`src/design/bhms_pkg.sv`:
```
// ----------------------------------------------------------------------------
// bhms_pkg
// Shared types and constants for the button hold mode selector: register
// indexes, register widths, the configuration bundle and the result bundle.
// ----------------------------------------------------------------------------
package bhms_pkg;

  localparam int REG_W     = 26;
  localparam int SCOPE_W   = 8;
  localparam int CHOICE_W  = 8;
  localparam int CFG_IDX_W = 3;

  localparam logic [CFG_IDX_W-1:0] REG_SCOPE    = 3'd0;
  localparam logic [CFG_IDX_W-1:0] REG_STEP     = 3'd1;
  localparam logic [CFG_IDX_W-1:0] REG_PERIOD   = 3'd2;
  localparam logic [CFG_IDX_W-1:0] REG_HOLD     = 3'd3;
  localparam logic [CFG_IDX_W-1:0] REG_DEBOUNCE = 3'd4;

  localparam logic [SCOPE_W-1:0]  SCOPE_RST    = 8'd0;
  localparam logic [REG_W-1:0]    STEP_RST     = 26'd750000;
  localparam logic [REG_W-1:0]    PERIOD_RST   = 26'd1000000;
  localparam logic [REG_W-1:0]    HOLD_RST     = 26'd50000000;
  localparam logic [REG_W-1:0]    DEBOUNCE_RST = 26'd1000000;
  localparam logic [CHOICE_W-1:0] CHOICE_NONE  = 8'hFF;

  // led bit positions
  localparam int LED_R = 0;
  localparam int LED_Y = 1;
  localparam int LED_G = 2;

  typedef struct packed {
    logic [SCOPE_W-1:0] scope;
    logic [REG_W-1:0]   step_ticks;
    logic [REG_W-1:0]   period_ticks;
    logic [REG_W-1:0]   hold_ticks;
    logic [REG_W-1:0]   debounce_ticks;
  } cfg_t;

  typedef struct packed {
    logic [CHOICE_W-1:0] choice;
    logic                led_red;
    logic                led_yellow;
    logic                led_green;
    logic                selecting;
    logic                soft_reset;
    logic                hard_reset;
  } res_t;

endpackage

```
`src/design/bhms_cfg_regs.sv`:
```
// ----------------------------------------------------------------------------
// bhms_cfg_regs
// Configuration register file: decodes register writes and flags scope writes.
// ----------------------------------------------------------------------------
module bhms_cfg_regs (
  input  logic                          clk,
  input  logic                          rst,
  input  logic                          cfg_we,
  input  logic [bhms_pkg::CFG_IDX_W-1:0] cfg_index,
  input  logic [bhms_pkg::REG_W-1:0]    cfg_data,
  output bhms_pkg::cfg_t                cfg,
  output logic                          scope_wr
);
  import bhms_pkg::*;

  always_ff @(posedge clk) begin
    if (rst) begin
      cfg.scope          <= SCOPE_RST;
      cfg.step_ticks     <= STEP_RST;
      cfg.period_ticks   <= PERIOD_RST;
      cfg.hold_ticks     <= HOLD_RST;
      cfg.debounce_ticks <= DEBOUNCE_RST;
    end else if (cfg_we) begin
      unique case (cfg_index)
        REG_SCOPE:    cfg.scope          <= cfg_data[SCOPE_W-1:0];
        REG_STEP:     cfg.step_ticks     <= cfg_data;
        REG_PERIOD:   cfg.period_ticks   <= cfg_data;
        REG_HOLD:     cfg.hold_ticks     <= cfg_data;
        REG_DEBOUNCE: cfg.debounce_ticks <= cfg_data;
        default: ;
      endcase
    end
  end

  assign scope_wr = cfg_we && (cfg_index == REG_SCOPE);

endmodule

```
`src/design/bhms_fsm.sv`:
```
// ----------------------------------------------------------------------------
// bhms_fsm
// Selector state machine: holds phase, tick counter, choice and leds, and
// works out the next state and the result for one tick request.
// ----------------------------------------------------------------------------
module bhms_fsm #(
  parameter int COUNTER_WIDTH = 26
) (
  input  logic           clk,
  input  logic           rst,
  input  logic           step,
  input  logic           pressed,
  input  logic           clear,
  input  bhms_pkg::cfg_t cfg,
  input  logic           scope_wr,
  output bhms_pkg::res_t res
);
  import bhms_pkg::*;

  localparam int CMP_W = (COUNTER_WIDTH > REG_W) ? COUNTER_WIDTH : REG_W;

  localparam logic [2:0] PH_IDLE      = 3'd0;
  localparam logic [2:0] PH_PRESS_DEB = 3'd1;
  localparam logic [2:0] PH_COUNT     = 3'd2;
  localparam logic [2:0] PH_REL_DEB   = 3'd3;
  localparam logic [2:0] PH_MENU      = 3'd4;
  localparam logic [2:0] PH_HARD_WAIT = 3'd5;
  localparam logic [2:0] PH_RESET_DEB = 3'd6;
  localparam logic [2:0] PH_HALT      = 3'd7;

  logic [2:0]               phase, phase_next;
  logic [COUNTER_WIDTH-1:0] tick_count, tick_count_next;
  logic [CHOICE_W-1:0]      choice_reg, choice_reg_next;
  logic [2:0]               led_bits, led_bits_next;
  logic                     soft_pulse, hard;

  logic [COUNTER_WIDTH-1:0] cnt;
  logic [CMP_W-1:0]         tick_ext, cnt_ext;
  logic                     deb_done, step_hit, period_hit, hold_hit;
  logic [CHOICE_W-1:0]      choice_inc;

  assign cnt        = tick_count + COUNTER_WIDTH'(1);
  assign tick_ext   = CMP_W'(tick_count);
  assign cnt_ext    = CMP_W'(cnt);
  assign deb_done   = !(tick_ext < CMP_W'(cfg.debounce_ticks));
  assign step_hit   = cnt_ext == CMP_W'(cfg.step_ticks);
  assign period_hit = cnt_ext == CMP_W'(cfg.period_ticks);
  assign hold_hit   = cnt_ext == CMP_W'(cfg.hold_ticks);
  assign choice_inc = choice_reg + CHOICE_W'(1);

  always_comb begin
    phase_next      = phase;
    tick_count_next = tick_count;
    choice_reg_next = choice_reg;
    led_bits_next   = led_bits;
    soft_pulse      = 1'b0;
    hard            = 1'b0;
    unique case (phase)
      PH_IDLE: begin
        if (clear) choice_reg_next = CHOICE_NONE;
        if (pressed) begin
          phase_next      = PH_PRESS_DEB;
          tick_count_next = '0;
        end
      end
      PH_PRESS_DEB: begin
        tick_count_next = deb_done ? '0 : cnt;
        if (deb_done) begin
          led_bits_next[LED_Y] = 1'b0;
          choice_reg_next      = '0;
          phase_next           = PH_COUNT;
        end
      end
      PH_COUNT: begin
        if (step_hit && (choice_inc > cfg.scope)) begin
          choice_reg_next      = choice_inc;
          led_bits_next[LED_Y] = 1'b1;
          led_bits_next[LED_R] = 1'b0;
          led_bits_next[LED_G] = 1'b0;
          tick_count_next      = '0;
          phase_next           = PH_MENU;
        end else begin
          if (step_hit) begin
            choice_reg_next      = choice_inc;
            led_bits_next[LED_Y] = 1'b1;
          end
          tick_count_next = cnt;
          if (period_hit) begin
            led_bits_next[LED_Y] = 1'b0;
            tick_count_next      = '0;
          end
          if (!pressed) begin
            phase_next      = PH_REL_DEB;
            tick_count_next = '0;
          end
        end
      end
      PH_REL_DEB: begin
        tick_count_next = deb_done ? '0 : cnt;
        if (deb_done) begin
          led_bits_next[LED_Y] = 1'b0;
          phase_next           = PH_IDLE;
        end
      end
      PH_MENU: begin
        if (!pressed) begin
          phase_next      = PH_RESET_DEB;
          tick_count_next = '0;
        end else begin
          tick_count_next = cnt;
          if (hold_hit) begin
            led_bits_next = 3'b111;
            phase_next    = PH_HARD_WAIT;
          end
        end
      end
      PH_HARD_WAIT: begin
        if (!pressed) begin
          phase_next      = PH_RESET_DEB;
          tick_count_next = '0;
        end
      end
      PH_RESET_DEB: begin
        // red is lit only on the hard path
        tick_count_next = deb_done ? '0 : cnt;
        if (deb_done) begin
          hard       = led_bits[LED_R];
          soft_pulse = !led_bits[LED_R];
          phase_next = PH_HALT;
        end
      end
      PH_HALT: ;
      default: ;
    endcase
  end

  always_ff @(posedge clk) begin
    if (rst) begin
      phase      <= PH_IDLE;
      tick_count <= '0;
      choice_reg <= CHOICE_NONE;
      led_bits   <= '0;
    end else begin
      if (step) begin
        phase      <= phase_next;
        tick_count <= tick_count_next;
        led_bits   <= led_bits_next;
      end
      if (scope_wr) begin
        choice_reg <= CHOICE_NONE;
      end else if (step) begin
        choice_reg <= choice_reg_next;
      end
    end
  end

  always_comb begin
    res.choice     = choice_reg_next;
    res.led_red    = led_bits_next[LED_R];
    res.led_yellow = led_bits_next[LED_Y];
    res.led_green  = led_bits_next[LED_G];
    res.selecting  = (phase_next != PH_IDLE) && (phase_next != PH_HALT);
    res.soft_reset = soft_pulse;
    res.hard_reset = hard;
  end

`ifndef SYNTHESIS
  a_halt_sticks: assert property (@(posedge clk) disable iff (rst)
    phase == PH_HALT |=> phase == PH_HALT)
    else $error("left halt without reset");

  a_pulse_halts: assert property (@(posedge clk) disable iff (rst)
    step && (soft_pulse || hard) |=> phase == PH_HALT)
    else $error("reset pulse without halt");

  a_hard_needs_red: assert property (@(posedge clk) disable iff (rst)
    step && hard |-> led_bits[LED_R] && phase == PH_RESET_DEB)
    else $error("hard reset off the hard path");

  a_menu_leds: assert property (@(posedge clk) disable iff (rst)
    step && phase == PH_COUNT && phase_next == PH_MENU |=>
      !led_bits[LED_R] && !led_bits[LED_G] && led_bits[LED_Y])
    else $error("menu entry leds wrong");
`endif

endmodule

```
`src/design/button_hold_mode_selector_core.sv`:
```
// ----------------------------------------------------------------------------
// button_hold_mode_selector_core
// Push-button mode selector with hold-to-reset menu, one tick per request.
// ----------------------------------------------------------------------------
// Each input request is one tick carrying the button level and a clear flag;
// each produces exactly one result request with the choice, the three led
// drives, the selecting flag and the one-tick soft/hard reset pulses. The
// block takes one request per clock unless m_tready stalls the result;
// each request passes the input register, then the state machine update
// and the counter compares, then the result register. The user must write
// registers through cfg_we/cfg_index/cfg_data only while the block is idle;
// the block does not enforce it. A scope write also sets the choice to 255.
module button_hold_mode_selector_core #(
  parameter int COUNTER_WIDTH = 26
) (
  input  logic                           clk,
  input  logic                           rst,
  input  logic                           s_tvalid,
  output logic                           s_tready,
  input  logic [7:0]                     s_tdata,   // button_pressed, clear_choice
  output logic                           m_tvalid,
  input  logic                           m_tready,
  output logic [15:0]                    m_tdata,   // choice[7:0], led_red, led_yellow,
                                                    // led_green, selecting, soft_reset,
                                                    // hard_reset
  input  logic                           cfg_we,
  input  logic [bhms_pkg::CFG_IDX_W-1:0] cfg_index,
  input  logic [bhms_pkg::REG_W-1:0]     cfg_data
);
  import bhms_pkg::*;

  cfg_t cfg;
  logic scope_wr;
  res_t res, out_res;

  logic in_valid, in_pressed, in_clear;
  logic advance;

  assign advance  = in_valid && (!m_tvalid || m_tready);
  assign s_tready = !in_valid || advance;

  always_ff @(posedge clk) begin
    if (rst) begin
      in_valid <= 1'b0;
    end else if (s_tready) begin
      in_valid <= s_tvalid;
    end
  end

  always_ff @(posedge clk) begin
    if (s_tvalid && s_tready) begin
      in_pressed <= s_tdata[0];
      in_clear   <= s_tdata[1];
    end
  end

  bhms_cfg_regs u_cfg (
    .clk       (clk),
    .rst       (rst),
    .cfg_we    (cfg_we),
    .cfg_index (cfg_index),
    .cfg_data  (cfg_data),
    .cfg       (cfg),
    .scope_wr  (scope_wr)
  );

  bhms_fsm #(
    .COUNTER_WIDTH (COUNTER_WIDTH)
  ) u_fsm (
    .clk      (clk),
    .rst      (rst),
    .step     (advance),
    .pressed  (in_pressed),
    .clear    (in_clear),
    .cfg      (cfg),
    .scope_wr (scope_wr),
    .res      (res)
  );

  always_ff @(posedge clk) begin
    if (rst) begin
      m_tvalid <= 1'b0;
    end else if (advance) begin
      m_tvalid <= 1'b1;
    end else if (m_tready) begin
      m_tvalid <= 1'b0;
    end
  end

  always_ff @(posedge clk) begin
    if (advance) begin
      out_res <= res;
    end
  end

  assign m_tdata = {2'b00, out_res.hard_reset, out_res.soft_reset, out_res.selecting,
                    out_res.led_green, out_res.led_yellow, out_res.led_red,
                    out_res.choice};

endmodule

```
`config.mk`:
```
export PLATFORM = sky130hd
export DESIGN_NAME = button_hold_mode_selector_core
export DESIGN_NICKNAME = d
export VERILOG_FILES = /design/src/design/bhms_pkg.sv /design/src/design/bhms_cfg_regs.sv /design/src/design/bhms_fsm.sv /design/src/design/button_hold_mode_selector_core.sv
export SDC_FILE = /design/constraint.sdc
export NUM_CORES = 1
export LEC_CHECK = 0
export ABC_AREA = 0
export ABC_CLOCK_PERIOD_IN_PS = 3810
export BUFFER_PORTS_ARGS = -buffer_cell sky130_fd_sc_hd__buf_2
export CAP_MARGIN = 20
export CORE_ASPECT_RATIO = 0.75
export CORE_MARGIN = 3
export CORE_UTILIZATION = 56
export DETAILED_ROUTE_END_ITERATION = 8
export PLACE_DENSITY = 0.77
export SYNTH_ARGS = -nofsm -noshare
export SYNTH_HDL_FRONTEND = slang
export SYNTH_SLANG_ARGS = --single-unit
```
`constraint.sdc`:
```
create_clock -name clk -period 3.81 [get_ports clk]
set_clock_uncertainty 0.15 [all_clocks]
set_input_delay 0.1905 -clock clk [delete_from_list [all_inputs] [get_ports clk]]
set_output_delay 0.1905 -clock clk [all_outputs]
set_load 0.02 [all_outputs]
```
# [Yosys cells after proc, flatten, opt, wreduce, memory -nomap -nowiden]
# Index checks and enable logic that the tools add are counted.
[totals] ram_bits=0 reg_bits=170 latchBits=0 input_bits=42 out_inout_bits=18 word_cells=102 n_memories=0 romBits=0
[op_classes] shifts=0 n_mux=36 bitwise=1 n_eq_ne=16 addsub=2 magnitude_cmp=2 reduce_logical=25 div_mod_pow=0 n_mul=0
[op_table] op="$mux W26" count=7
[op_table] op="$pmux W26 S5" count=1
[op_table] op="$eq A26 B26 Y1" count=3
[op_table] op="$mux W3" count=11
[op_table] op="$mux W8" count=4
[op_table] op="$add A26 B1 Y26 const B" count=1
[op_table] op="$lt A26 B26 Y1" count=1
[op_table] op="$pmux W8 S3" count=1
[op_table] op="$pmux W3 S7" count=1
[op_table] op="$eq A3 B2 Y1 const B" count=4
[op_table] op="$eq A3 B3 Y1 const B" count=4
[op_table] op="$reduce_and A2 Y1" count=5
[op_table] op="$add A8 B1 Y8 const B" count=1
[op_table] op="$gt A8 B8 Y1" count=1
[op_table] op="$mux W1" count=8
[op_table] op="$eq A3 B1 Y1 const B" count=2
[op_table] op="$logic_not A3 Y1" count=2
[op_table] op="$reduce_or A2 Y1" count=3
[op_table] op="$logic_and A1 B1 Y1" count=5
[op_table] op="$reduce_bool A5 Y1" count=1
[op_table] op="$ne A2 B2 Y1 const B" count=2
[op_table] op="$pmux W1 S2" count=2
[op_table] op="$reduce_and A4 Y1" count=1
[op_table] op="$logic_not A1 Y1" count=3
[op_table] op="7 further kinds" count=8

# [Longest topological paths before layout]
# Gate-level depths: netlist (run 1).
[logic_depth] ltp_word=7 ltp_mapped=16 depth_no_buf=15

# [Hierarchy]
# Synthesis (run 1) repeated with hierarchy kept, for this count alone.
[hier_totals] hier_cells=1315 hier_area_um2=11282.1
[modules_own_cells] module="bhms_fsm" area_each_um2=6233.5 cells_each=867 seq_area_each_um2=800.8 n_inst=1
[modules_own_cells] module="bhms_cfg_regs" area_each_um2=4445.5 cells_each=419 seq_area_each_um2=2242.2 n_inst=1
[modules_own_cells] module="button_hold_mode_selector_core" area_each_um2=603.1 cells_each=29 seq_area_each_um2=520.5 n_inst=1

# [Least setup slack after synthesis (run 1)]
# OpenSTA, ideal clock, no wires.
[synth_timing] path_type="reg2reg" from="reg u_fsm.tick_count[1]" to="reg u_fsm.tick_count[18]" n_path_buf=3 t_required_ps=3539 arrival_ps=3382 setup_time_ps=121 slack_ps=157 stages_incl_launch_ff=15 period_less_slack_ps=3653 cell_sequence="dfxtp_1 ha_1 buf_2 nand4_1 clkbuf_1 nor4_1 o32ai_1 nor4b_1 nand4_1 or3_4 o41ai_2 o22a_2 buf_6 nor4_1 mux2_2"
[synth_via] elab_chain_len=6 elab_cells_between_ends=11 cone_classes="add/sub: 1; order compare: 1; eq/ne: 2; mux: 6; reduce/logical: 1"
[synth_lines] item="start: declaration" line="bhms_fsm.sv:32" rtl="logic [COUNTER_WIDTH-1:0] tick_count, tick_count_next;"
[synth_lines] item="start signal: assignment" line="bhms_fsm.sv:146" rtl="tick_count <= tick_count_next;"
[synth_lines] item="$add A26 B1 Y26" line="bhms_fsm.sv:42" rtl="assign cnt = tick_count + COUNTER_WIDTH'(1);"
[synth_lines] item="$eq A26 B26 Y1" line="bhms_fsm.sv:47" rtl="assign period_hit = cnt_ext == CMP_W'(cfg.period_ticks);"
[synth_lines] item="$mux W26" line="bhms_fsm.sv:88" rtl="if (period_hit) begin"
[synth_lines] item="$mux W26" line="bhms_fsm.sv:92" rtl="if (!pressed) begin"
[synth_lines] item="$mux W26" line="bhms_fsm.sv:75" rtl="if (step_hit && (choice_inc > cfg.scope)) begin"
[synth_lines] item="$pmux W26 S5 *" line="bhms_fsm.sv:58" rtl="unique case (phase)"
# Every way passes the cells marked *; elsewhere a longest branch is shown, timed or not.
# A chain may end at the register's enable or synchronous reset.

# [Worst setup path in the final report (run 1)]
[layout_timing] from="reg u_fsm.tick_count[14]" to="reg u_fsm.tick_count[3]"
# Same word-level chain as after synthesis.

==> run summary, run 1 <==
Status: completed
Final WL: 35900 µm
Most used cell, CP: nor3_1
H-tree depth: 4
Period utilisation layout: 0.993
Critical Path Sink Type: register
Synth Warn #: 0
Avg Inst Size Synth: 7.80 µm²
Die Span X: 164 µm
Clock power frac: 0.420
Arrival time worst endpoint: 3960 ps
CP max stage delay: 500 ps
GRT Residual Overflow: 0
R2R Setup Slk: 30 ps
Largest net degree at the start of global routing: 100
Final Max Slew Viols: 0
Net Switching: 1060 µW
Hold Startpoint: cfg_index[1]
Startpoint types: register
Most common cell in the synthesized netlist: nand2_1
Hold path endpoint: u_cfg.cfg[55]$_SDFFE_PP0P_
Post-DRT Antenna Nets: 0
Vias in the first global route: 9907
Ant diodes: 0
Sequential Power Share: 0.482
Synth Flop Type: dfxtp_1
Hold WC Path Type: in2reg
Worst-margin pin slew: 1060 ps
Switching Fraction: 0.272
Register area share after synthesis: 0.339
CTS Buffer Depth: 2
# setup viols final: 0
Worst skew pair latency: 450 ps
Max Clk Rate: 264 MHz
Input/output buffers: 51
Post-synth cell types: 84
Tmin final: 3780 ps
CTS Root Cell: clkbuf_16
CTS Buf Count: 17
Hold depth: 5
Max-Cap Viols: 0
RR Startpoint: u_fsm.tick_count[14]$_SDFFE_PP0P_
1st-pass router iterations: 6
EDFF count, synth: 16
Die area: 20500 µm²
GRT Total Usage: 0.348
Vias per inst: 6.17
Gpl congestion: 1.04
Reg2Reg Depth: 12
CP max stage cell: or4_4
Initial antenna violation count: 0
Top cells by area, synth: dfxtp_1, nand2_1, a21oi_1
Combinational share of power: 0.098
P&R area growth vs syn: 23.7%
Drc violations: 0
Top cells by count, synth: nand2_1, dfxtp_1, a21oi_1
Nets: 1591
First-pass GRT wire length: 55500 µm
Max FFs per register: 112
Critical Path RT: 3990 ps
CTS tree: done
Row count: 42
Most flop-heavy register: u_cfg.cfg
Routed wire length per instance: 20.3 µm
Cells along the critical path: buf_4, and4_1, nand2_1, nor3_1, o22ai_1, or4_4, or3_4, o41ai_4, o22a_4, buf_12, nor3_1, a211o_1
IO Pins: 60
Worst-path maximum fanout: 11
Top cell type's share of synthesized area: 0.293
Mapped Area: 10500 µm²
Post-DP HPWL: 26200 µm
Fraction of layout cells with a size suffix above 1: 0.199
Vias: 10900
Fillers: 1448
Initial core utilization: 0.583
Min Hold Slack: 45.9 ps
Maximum VDD drop: 0.228 mV
CTS sink cnt: 170
Clk pin slew, worst setup/hold paths: 70 ps
Overall power: 3900 µW
#FFs+latches synth: 170
Initial DRC count: 1407
R2r endpoint: u_fsm.tick_count[3]$_SDFFE_PP0P_
Rel. slew slack: 0.297
Mapped Cells: 1348
Post-synth top area cell: dfxtp_1
Async SR Flop Fraction: 0
Int Power: 2840 µW
Final Hold Viols: 0
Core area: 18000 µm²
Pwr per Cell Area: 300 nW/µm²
Die H: 125 µm
Crit path kind: reg2reg
Leak: 0.00516 µW
power by group through the flow:
stage / registers (µW) / logic, µW / clock network (µW)
3_3_place_gp: 1920 / 329 / 0
6_report: 1880 / 382 / 1640
2_1_floorplan: 1910 / 210 / 0
3_5_place_dp: 1920 / 335 / 0
4_1_cts: 1880 / 362 / 1640
5_1_grt: 1880 / 415 / 1710
critical path, delay by kind of cell, from the launching register on:
family / cells / cell delay, ps
buffers and inverters: 2 / 320
flip-flops: 1 / 400
AND/OR/NAND/NOR: 6 / 1710
AO/OA/AOI/OAI: 4 / 1080
cell families (layout without fill, tap and decap cells):
| kind of cell | Yosys count | after routing | synth area share |
|---|---|---|---|
| DFF | 170 | 170 | 0.339 |
| and+or+nand+nor | 608 | 608 | 0.290 |
| muxes | 10 | 10 | 0.00976 |
| xor gates and xnor gates | 76 | 76 | 0.0725 |
| AOI/OAI and AO/OA | 307 | 307 | 0.191 |
| adders and majority gates | 35 | 35 | 0.0417 |
| buffers and inverters | 141 | 319 | 0.0554 |
| other | 1 | 2 | 0.000357 |
metrics by stage:
stage / util / cells / worst slack [ps] / setup TNS (ps) / cell area, µm²
final: 0.721 / 1769 / 25.5 / 0 / 13000
after CTS: 0.706 / 1766 / 10.4 / 0 / 12700
after detailed placement: 0.658 / 1702 / -95.9 / -282 / 11900
after floorplan: - / 1349 / 157 / 0 / 10500
after global placement: 0.657 / 1701 / 6.75 / 0 / 11800
after global routing: 0.721 / 1769 / -40.4 / -121 / 13000
how the worst max path moves through the flow:
stage | start | to | slack [ps] | cells past startpoint
3_5_place_dp | u_fsm.tick_count[7]$_SDFFE_PP0P_ | u_fsm.tick_count[18]$_SDFFE_PP0P_ | -100 | 12
4_1_cts | u_fsm.tick_count[0]$_SDFFE_PP0P_ | u_fsm.tick_count[18]$_SDFFE_PP0P_ | 10 | 13
6_report | u_fsm.tick_count[14]$_SDFFE_PP0P_ | u_fsm.tick_count[3]$_SDFFE_PP0P_ | 30 | 12
3_3_place_gp | u_fsm.tick_count[8]$_SDFFE_PP0P_ | u_fsm.tick_count[18]$_SDFFE_PP0P_ | 7 | 12
2_1_floorplan | u_fsm.tick_count[1]$_SDFFE_PP0P_ | u_fsm.tick_count[18]$_SDFFE_PP0P_ | 160 | 14
5_1_grt | u_fsm.tick_count[12]$_SDFFE_PP0P_ | u_fsm.tick_count[18]$_SDFFE_PP0P_ | -40 | 12
cell type report:
| type | instances | area (µm²) | area share |
|---|---|---|---|
| clock inverters | 13 | 97.6 | 0.00751 |
| clock buffers | 19 | 433 | 0.0333 |
| well taps | 242 | 303 | 0.0233 |
| multi-input cells | 1038 | 6590 | 0.507 |
| flip-flops and latches | 170 | 3580 | 0.275 |
| repair buffers | 233 | 1790 | 0.138 |
| inverters | 54 | 203 | 0.0156 |
timing repair:
item,in CTS,in global routing
pin swaps,0,9
gates cloned,0,1
gates resized for setup,4,55
setup endpoints to repair,14,49
hold buffers,32,0
endpoints found under the hold margin,118,0
buffers inserted,0,2
cells in the final DEF (no fill, tap or decap), types with 18 or more instances in the layout:
cell	netlist	final
o21ai_0	44	44
dfxtp_1	154	144
inv_1	54	54
clkbuf_16	0	18
dlygate4sd3_1	0	32
nand4_1	26	26
xnor2_1	48	46
buf_2	11	50
buf_4	6	141
ha_1	35	34
nand3_1	38	32
nand2_1	294	293
nor3_1	27	21
nor2_1	51	49
nand3b_1	38	38
nand2b_1	19	19
a21oi_1	119	119
xor2_1	21	21
a21o_1	24	24
metal layers:
| layer | wire length, µm | global-route usage | vias up |
|---|---|---|---|
| li1 | - | - | 5109 |
| met1 | 16400 | 0.531 | 5142 |
| met5 | 0 | 0 | - |
| met3 | 3860 | 0.0788 | 50 |
| met4 | 540 | 0.0751 | 0 |
| met2 | 15100 | 0.496 | 614 |
Power figures use the tool's default switching activity.
==> run 2: changes to the inputs <==
REMOVE_ABC_BUFFERS = 1   (was not set)
==> run 2 against run 1 <==
Effect of this change:
- die area stayed put
- non-clock buffer count is 17 lower
- sequential share of layout area up 0.27 points
- combinational power is essentially flat
- largest power group unchanged
- first-iteration DRC count rose by 4.1%
==> run summary, run 2 (synthesis results as in run 1) <==
Worst skew pair latency: 440 ps
First-pass GRT wire length: 54400 µm
Post-DRT Antenna Nets: 0
R2R Setup Slk: 90 ps
Switching Fraction: 0.275
Final WL: 35400 µm
Hold path endpoint: u_cfg.cfg[31]$_SDFFE_PP0P_
Die Span X: 164 µm
Initial core utilization: 0.583
Int Power: 2880 µW
Critical Path Sink Type: register
Core area: 18000 µm²
Overall power: 3970 µW
Post-DP HPWL: 25100 µm
Worst-margin pin slew: 919 ps
# setup viols final: 0
GRT Total Usage: 0.337
Ant diodes: 0
Final Hold Viols: 0
Final Max Slew Viols: 0
Largest net degree at the start of global routing: 65
Net Switching: 1090 µW
Row count: 42
Gpl congestion: 1.06
CTS sink cnt: 170
Worst-path maximum fanout: 10
Combinational share of power: 0.097
Initial DRC count: 1464
Status: completed
Die area: 20500 µm²
H-tree depth: 4
Rel. slew slack: 0.386
Hold WC Path Type: in2reg
Die H: 125 µm
Startpoint types: register
Leak: 0.00510 µW
Max Clk Rate: 269 MHz
Tmin final: 3720 ps
Initial antenna violation count: 0
RR Startpoint: u_fsm.tick_count[10]$_SDFFE_PP0P_
Drc violations: 0
CTS tree: done
Reg2Reg Depth: 12
Vias in the first global route: 9731
P&R area growth vs syn: 22.4%
R2r endpoint: u_fsm.tick_count[3]$_SDFFE_PP0P_
Final instance area: 12900 µm²
Hold Startpoint: rst
Placed inst area: 11600 µm²
Critical Path RT: 3980 ps
CTS Buf Count: 17
Arrival time worst endpoint: 3890 ps
Period utilisation layout: 0.977
Clk pin slew, worst setup/hold paths: 70 ps
GRT Residual Overflow: 0
Routed wire length per instance: 20.2 µm
Nets: 1574
Max-Cap Viols: 0
CTS Buffer Depth: 2
Sequential Power Share: 0.474
CTS Root Cell: clkbuf_16
Maximum VDD drop: 0.189 mV
Pwr per Cell Area: 309 nW/µm²
Fraction of layout cells with a size suffix above 1: 0.191
Input/output buffers: 51
Fillers: 1408
Hold depth: 2
Crit path kind: reg2reg
IO Pins: 60
Vias: 10800
Commonest non-fill, non-tap cell in the layout: nand2_1
Most flop-heavy register: u_cfg.cfg
1st-pass router iterations: 6
Max FFs per register: 112
Clock power frac: 0.430
Commonest cells after routing, fill and taps aside: nand2_1, dfxtp_1, buf_4
Vias per inst: 6.17
-- run 2: how the worst max path moves through the flow --
stage	start	endpoint	slack, ps	depth (start not counted)
2_1_floorplan	u_fsm.tick_count[0]$_SDFFE_PP0P_	m_tdata[4]$_DFFE_PP_	-300	11
4_1_cts	u_fsm.tick_count[6]$_SDFFE_PP0P_	u_fsm.tick_count[25]$_SDFFE_PP0P_	10	14
6_report	u_fsm.tick_count[10]$_SDFFE_PP0P_	u_fsm.tick_count[3]$_SDFFE_PP0P_	90	12
5_1_grt	u_fsm.tick_count[0]$_SDFFE_PP0P_	m_tdata[1]$_DFFE_PP_	-40	13
3_5_place_dp	u_fsm.tick_count[6]$_SDFFE_PP0P_	m_tdata[11]$_DFFE_PP_	-70	14
3_3_place_gp	u_fsm.tick_count[7]$_SDFFE_PP0P_	u_fsm.tick_count[6]$_SDFFE_PP0P_	-120	14
-- run 2: layout make-up --
| cell class | instances | area [µm²] | area share |
|---|---|---|---|
| Multi-Input combinational cell | 1038 | 6610 | 0.514 |
| Clock buffer | 18 | 439 | 0.0341 |
| Timing Repair Buffer | 216 | 1610 | 0.125 |
| Tap cell | 242 | 303 | 0.0235 |
| Clock inverter | 14 | 129 | 0.0100 |
| Sequential cell | 170 | 3570 | 0.278 |
| Inverter | 54 | 203 | 0.0158 |
-- run 2: metrics by stage --
stage	utilization	TNS, ps	cells	setup WS (ps)	hold slack [ps]
6_report	0.714	0	1752	86.7	129
5_1_grt	0.714	-195	1752	-36.1	141
4_1_cts	0.695	0	1741	10.8	108
3_5_place_dp	0.646	-563	1678	-68.4	219
3_3_place_gp	0.646	-1230	1678	-125	218
2_1_floorplan	-	-5660	1262	-299	110
-- run 2: repair_timing --
item                       4_1_cts  5_1_grt
pin swaps                        0       13
hold buffers                    31        0
gates resized for setup          5       53
setup endpoints to repair       26       51
buffers inserted                 0       10
hold endpoints to repair       118        0
gates cloned                     0        1
-- run 2: metal layers --
metal | vias up | GRT usage | share of wire
li1 | 5076 | - | -
met2 | 577 | 0.472 | 0.42
met4 | 0 | 0.0975 | 0.022
met1 | 5093 | 0.510 | 0.44
met5 | - | 0 | 0
met3 | 63 | 0.0805 | 0.12
-- run 2: critical path: stages (launching register included) --
cell and delay [ps]:
dfxtp_1 410, buf_4 180, and4_2 320, nand4_4 170, nor3_2 220, a21oi_1 80, or4_4 550, or3_4 420
o41ai_2 330, o22a_2 260, buf_6 170, nor3_1 50, a211o_1 280
-- run 2: power groups by stage --
stage / Clock, µW / Combinational [µW] / Sequential, µW
4_1_cts: 1720 / 361 / 1880
5_1_grt: 1800 / 416 / 1880
2_1_floorplan: 0 / 174 / 1910
3_3_place_gp: 0 / 330 / 1920
3_5_place_dp: 0 / 336 / 1920
6_report: 1710 / 384 / 1880
